===== src/assert_macros.svh =====
// Assertion macros used by the top-level RTL file.
`ifndef ASSERT_MACROS_SVH
`define ASSERT_MACROS_SVH
// Clocked implication, disabled while reset is asserted.
`define ASSERT_IMPL(label, clk, rst_n, ante, cons, msg) \
  label: assert property (@(posedge clk) disable iff (!rst_n) (ante) |-> (cons)) \
    else $error(msg);
// Clocked next-cycle implication, disabled while reset is asserted.
`define ASSERT_NEXT(label, clk, rst_n, ante, cons, msg) \
  label: assert property (@(posedge clk) disable iff (!rst_n) (ante) |=> (cons)) \
    else $error(msg);
`endif


===== src/rars_pkg.sv =====
// Package with the shared types and codes of the range add / range sum block.
package rars_pkg;

  typedef enum logic [1:0] {
    OP_WRITE = 2'd0,
    OP_ADD   = 2'd1,
    OP_SUM   = 2'd2,
    OP_NONE  = 2'd3
  } op_e;

  typedef enum logic [6:0] {
    ST_IDLE  = 7'b0000001,
    ST_CLEAR = 7'b0000010,
    ST_PUSH  = 7'b0000100,
    ST_ELEM  = 7'b0001000,
    ST_WBACK = 7'b0010000,
    ST_MID   = 7'b0100000,
    ST_OUT   = 7'b1000000
  } state_e;

  // Operand selections for the shared adder.
  typedef enum logic [1:0] {
    ALU_ACC_PLUS_B = 2'd0,
    ALU_A_PLUS_B   = 2'd1,
    ALU_A_MINUS_B  = 2'd2,
    ALU_PASS_B     = 2'd3
  } alu_e;

  typedef struct packed {
    alu_e        sel;
    logic [31:0] a;
    logic [31:0] b;
  } alu_req_t;

endpackage


===== src/rars_alu.sv =====
// Shared 32-bit add / subtract unit with a registered accumulator.
module rars_alu (
  input  logic               clk_i,
  input  logic               acc_clr_i,
  input  logic               acc_en_i,
  input  rars_pkg::alu_req_t req_i,
  output logic [31:0]        res_o,
  output logic [31:0]        acc_o
);
  logic [31:0] acc_q, acc_d;

  always_comb begin
    case (req_i.sel)
      rars_pkg::ALU_ACC_PLUS_B: res_o = acc_q + req_i.b;
      rars_pkg::ALU_A_PLUS_B:   res_o = req_i.a + req_i.b;
      rars_pkg::ALU_A_MINUS_B:  res_o = req_i.a - req_i.b;
      default:                  res_o = req_i.b;
    endcase
  end

  always_comb begin
    acc_d = acc_q;
    if (acc_clr_i) acc_d = '0;
    else if (acc_en_i) acc_d = res_o;
  end

  always_ff @(posedge clk_i) acc_q <= acc_d;

  assign acc_o = acc_q;
endmodule


===== config.mk =====
export PLATFORM = sky130hd
export DESIGN_NAME = rars_alu
export DESIGN_NICKNAME = d
export VERILOG_FILES = /design/src/assert_macros.svh /design/src/rars_pkg.sv /design/src/rars_alu.sv
export SDC_FILE = /design/constraint.sdc
export NUM_CORES = 1
export LEC_CHECK = 0
export ABC_AREA = 0
export BUFFER_PORTS_ARGS = -buffer_cell sky130_fd_sc_hd__buf_2
export CORE_MARGIN = 3
export CORE_UTILIZATION = 42
export DETAILED_ROUTE_END_ITERATION = 8
export GPL_ROUTABILITY_DRIVEN = 0
export PLACE_DENSITY = 0.75
export SETUP_SLACK_MARGIN = 0.5
export SYNTH_ARGS = -nofsm -noshare
export SYNTH_HDL_FRONTEND = slang
export SYNTH_SLANG_ARGS = --single-unit
export TNS_END_PERCENT = 10

===== constraint.sdc =====
create_clock -name clk_i -period 11.4 [get_ports clk_i]
set_input_delay 0.57 -clock clk_i [delete_from_list [all_inputs] [get_ports clk_i]]
set_output_delay 0.57 -clock clk_i [all_outputs]
set_load 0.1 [all_outputs]

# Word-level counts from Yosys, hierarchy flattened
# Index checks and enable logic that the tools add are counted.
word_totals:
  register_bits: 32
  in_bits: 69
  word_cells: 8
op_classes:
  addsub: 3
  eq_ne: 2
  muxes: 1
  n_reduce_logical: 1
op_table:
  columns: ["operator", "count"]
  rows:
  - ["32-bit case mux with 3 select lines", 1]
  - ["32-bit adder", 2]
  - ["32-bit subtractor", 1]
  - ["2-bit by 1-bit == test with 1-bit output (second input constant)", 1]
  - ["2-bit == test (second input constant)", 1]
  - ["2-bit zero test", 1]

# Logic depth before layout (Yosys ltp)
depth:
  ltp_word: 2
  ltp_mapped: 19
  mapped_depth_nobuf: 17

# Worst setup path after synthesis
# No wires, ideal clock.
synth_timing:
  path_type: "input-to-output"
  start: "input req_i[10] in the netlist's numbering"
  end: "output res_o[17]"
  arrival_ps: 5433
  required_time_ps: 10830
  slack_ps: 5397
  cell_stages: 15
  cell_sequence: "or4_4 -> or3_4 -> nor3_4 -> and2_2 -> nor2_1 -> xnor2_1 -> ha_1 -> buf_2 -> and3_1 -> a211oi_1 -> o211ai_1 -> a21oi_1 -> xnor2_1 -> a22oi_1 -> o21ai_0"
synth_between:
  elab_chain_len: 2
  elab_cells_between_ends: 4
  classes_between: "add/sub: 3; mux: 1"
synth_rtl:
  columns: ["item", "line_no", "source"]
  rows:
  - ["start, declared", "rars_alu.sv:6", "input rars_pkg::alu_req_t req_i,"]
  - ["32-bit subtractor (tied with other cells)", "rars_alu.sv:16", "rars_pkg::ALU_A_MINUS_B: res_o = req_i.a - req_i.b;"]
  - ["32-bit case mux with 3 select lines (*)", "rars_alu.sv:13", "case (req_i.sel)"]
  - ["end, declared", "rars_alu.sv:7", "output logic [31:0] res_o,"]
# Mark *: on every way between the ends. The rest lies on a longest branch, timed or not.

# Worst setup path in the final report
layout_timing:
  start: "input req_i[10] in the netlist's numbering"
  end: "output res_o[28]"
# The elaborated chain is that of the path after synthesis.

==> flow_summary.json <==
{
  "nets": 1112,
  "clock_sinks": 32,
  "clockBufferDepth": 2,
  "maxCapViolCount": 0,
  "async_flop_share_pct": 0,
  "h-tree-depth": 2,
  "synth_enable_flop_cells": 0,
  "synth-seq-cells": 32,
  "finClkSkew_ns": 0.0104,
  "seq_area_frac_synth_pct": 10.5,
  "vias_per_cell": 6.15,
  "critPathArrivalTime_ns": 4.92,
  "min_path_type": "register to register",
  "max_stage_delay_ns": 0.56,
  "switching_share_pct": 60.4,
  "fmax_mhz": 182,
  "cp_data_required_time_ns": 10.83,
  "grt_pass1_wl_um": 32400,
  "path_delay_family": "simple AND/OR/NAND/NOR gates",
  "layout_commonest_cell": "buf_2",
  "wl_per_cell_um": 18.4,
  "relSlewSlack_pct": 33.9,
  "antenna_found_initial": 0,
  "cts_hold_buf": 0,
  "crit_top_cell": "nor2_1",
  "period_share_pct": 48.1,
  "final_cell_mix": "buf_2 (132), a21oi_1 (102), nor2_1 (87), nand2_1 (86), ha_1 (65)",
  "rsz0062_at_grt": "no",
  "yosys_warnings": 0,
  "post_cts_buffers": 0,
  "p_switching_mw": 0.616,
  "die_y_um": 127,
  "crit_path_start_kind": "input pin",
  "path_max_fanout": 6,
  "p_int_mw": 0.404,
  "drt_iter0_markers": 589,
  "avgSynthCellArea_um2": 6.99,
  "insertedDiodeCount": 0,
  "synthesis.area_um2": 6120,
  "ys_types": 75,
  "die-area_um2": 16100,
  "path_class": "input pin to output pin",
  "ys.flop_type": "dfxtp_1",
  "tightest_slew_ns": 0.966,
  "start_util_pct": 43.6,
  "status": "finished, final reports clean",
  "port_buffers": 132,
  "layout-area-overhead-vs-synth_pct": 14.1,
  "hold_slack_ns": 0.502,
  "grt_max_degree": 53,
  "setup_viol": 0,
  "syn_nets": 1012,
  "largest_reg_flops": 32,
  "fp-row-count": 43,
  "antenna_left": 0,
  "ir_drop_mv": 0.113,
  "grt_util_all_layers_pct": 24.8,
  "finalHoldViolations": 0,
  "slew_viol_final": 0,
  "grt_pass1_vias": 6350,
  "period_minus_slack_ns": 5.49,
  "clkPwrFrac_pct": 13.8,
  "cts_repair_resize_count": 0,
  "cts_buffers": 5,
  "pin_count": 133,
  "wirelength_um": 21200,
  "cts_root_buf": "clkbuf_16",
  "power_frac_comb_pct": 72.8,
  "core_um2": 14000,
  "slowest_stage": "a2111oi_0",
  "die_w_um": 127,
  "seqPwrFrac_pct": 13.4,
  "cts_tree": "yes",
  "via_count": 7104,
  "drt-pass1-iter-count": 5,
  "worstPathCellList": "buf_2 > or4_4 > or3_4 > nor3_4 > and3_2 > nor2_1 > xnor2_1 > ha_1 > nand3_1 > or3_1 > or3b_1 > nor2_1 > a21oi_1 > nand4_1 > o21ai_1 > a2111oi_0 > nor2_1 > buf_2",
  "overflow": 0,
  "hpwlAfterDp_um": 16900,
  "leakage_nw": 3.21,
  "clkTransAtPathRegs_ns": 0.06,
  "cp-end-kind": "output pin",
  "clk-insertion-delay-late_ns": 0.29,
  "drive_gt1_share_pct": 17.2,
  "crit_buf_inv": 2,
  "drc": 0,
  "synth_cells": 875,
  "powerDensity_nw_per_um2": 146,
  "setup_tns_ns": 0
}
[area by class of cell]
type | instances | area [um^2]
flip-flops and latches | 32 | 641
well taps | 180 | 225
repair buffers | 136 | 691
inverters | 37 | 139
clock buffers | 6 | 139
multi-input cells | 763 | 5140
clock inverters | 2 | 10.0
fillers | 1424 | 7060
[per-stage QoR]
step	instances	power (mW)	area (um^2)	worst slack, ns	utilization, %
3_5_place_dp	1148	0.871	6830	5.96	48.7
3_3_place_gp	1148	0.867	6830	5.96	48.7
6_report	1156	1.02	6980	5.91	49.7
4_1_cts	1156	1.01	6980	5.95	49.7
5_1_grt	1156	1.07	6980	5.50	49.7
2_1_floorplan	875	0.724	6120	5.40	-
[power by group through the flow]
stage               Sequential, mW  Clock [mW]  Combinational (mW)
CTS                          0.136       0.141               0.736
detailed placement           0.138           0               0.733
finish                       0.136       0.141               0.743
global placement             0.138           0               0.729
global route                 0.137       0.148               0.787
floorplan                    0.221           0               0.504
[tightest hold or removal path: stages (launching register included)]
cell and delay [ns]:
dfxtp_1 0.33, nand2_1 0.07, a21oi_1 0.05
[kinds of logic after synthesis]
group,synth area share [%]
XOR/XNOR,11.6
buffers and inverters,5.58
AND/OR/NAND/NOR,22.7
multiplexers,3.01
flip-flops,10.5
AO/OA/AOI/OAI,32.5
adder cells (fa/ha/maj),14.2
[worst paths after layout]
check	startpoint	to	slack, ns	depth (start not counted)
worst max-delay path	req_i[10]	res_o[28]	5.91	18
worst min-delay path	acc_o[26]	acc_o[26]	0.50	2
worst max register to register	acc_o[18]	acc_o[31]	7.99	9
worst min register to register	acc_o[26]	acc_o[26]	0.50	2
[metal layers]
layer	global-route usage [%]	wire, um	share of wire (%)	up-vias
met5	0	0	0	-
met4	7.89	769	3.6	0
met3	5.14	2230	11	53
met2	41.1	9470	45	382
met1	32.4	8750	41	3219
li1	-	-	-	3450
[synth_stat cells (all sizes together), types with 4 or more instances]
| cell | instances | share of area, % |
|---|---|---|
| inv | 37 | 2.3 |
| a31o | 7 | 1.0 |
| nand3b | 7 | 0.86 |
| nor2b | 8 | 0.82 |
| nand4 | 14 | 1.4 |
| xnor2 | 60 | 8.7 |
| a31oi | 19 | 2.2 |
| or3 | 10 | 1.1 |
| nor3 | 13 | 1.3 |
| a22oi | 6 | 0.74 |
| mux2i | 15 | 2.5 |
| xor2 | 20 | 2.9 |
| and2 | 8 | 0.84 |
| o31ai | 6 | 0.74 |
| a21o | 21 | 2.6 |
| clkbuf | 36 | 2.8 |
| nor2 | 87 | 5.3 |
| o31a | 4 | 0.57 |
| o211ai | 9 | 1.1 |
| ha | 66 | 13 |
| a211oi | 17 | 2.1 |
| dfxtp | 32 | 10 |
| o2bb2ai | 4 | 0.57 |
| a21oi | 102 | 8.3 |
| o21bai | 7 | 0.86 |
| o21ai | 59 | 4.8 |
| nand2 | 86 | 5.3 |
| a311oi | 5 | 0.72 |
| o21a | 4 | 0.49 |
| a221oi | 11 | 1.6 |
| nand3 | 15 | 1.2 |
| nand2b | 6 | 0.61 |
| buf | 7 | 0.53 |
| and3 | 17 | 1.8 |
(Power assumes the default switching activity.)
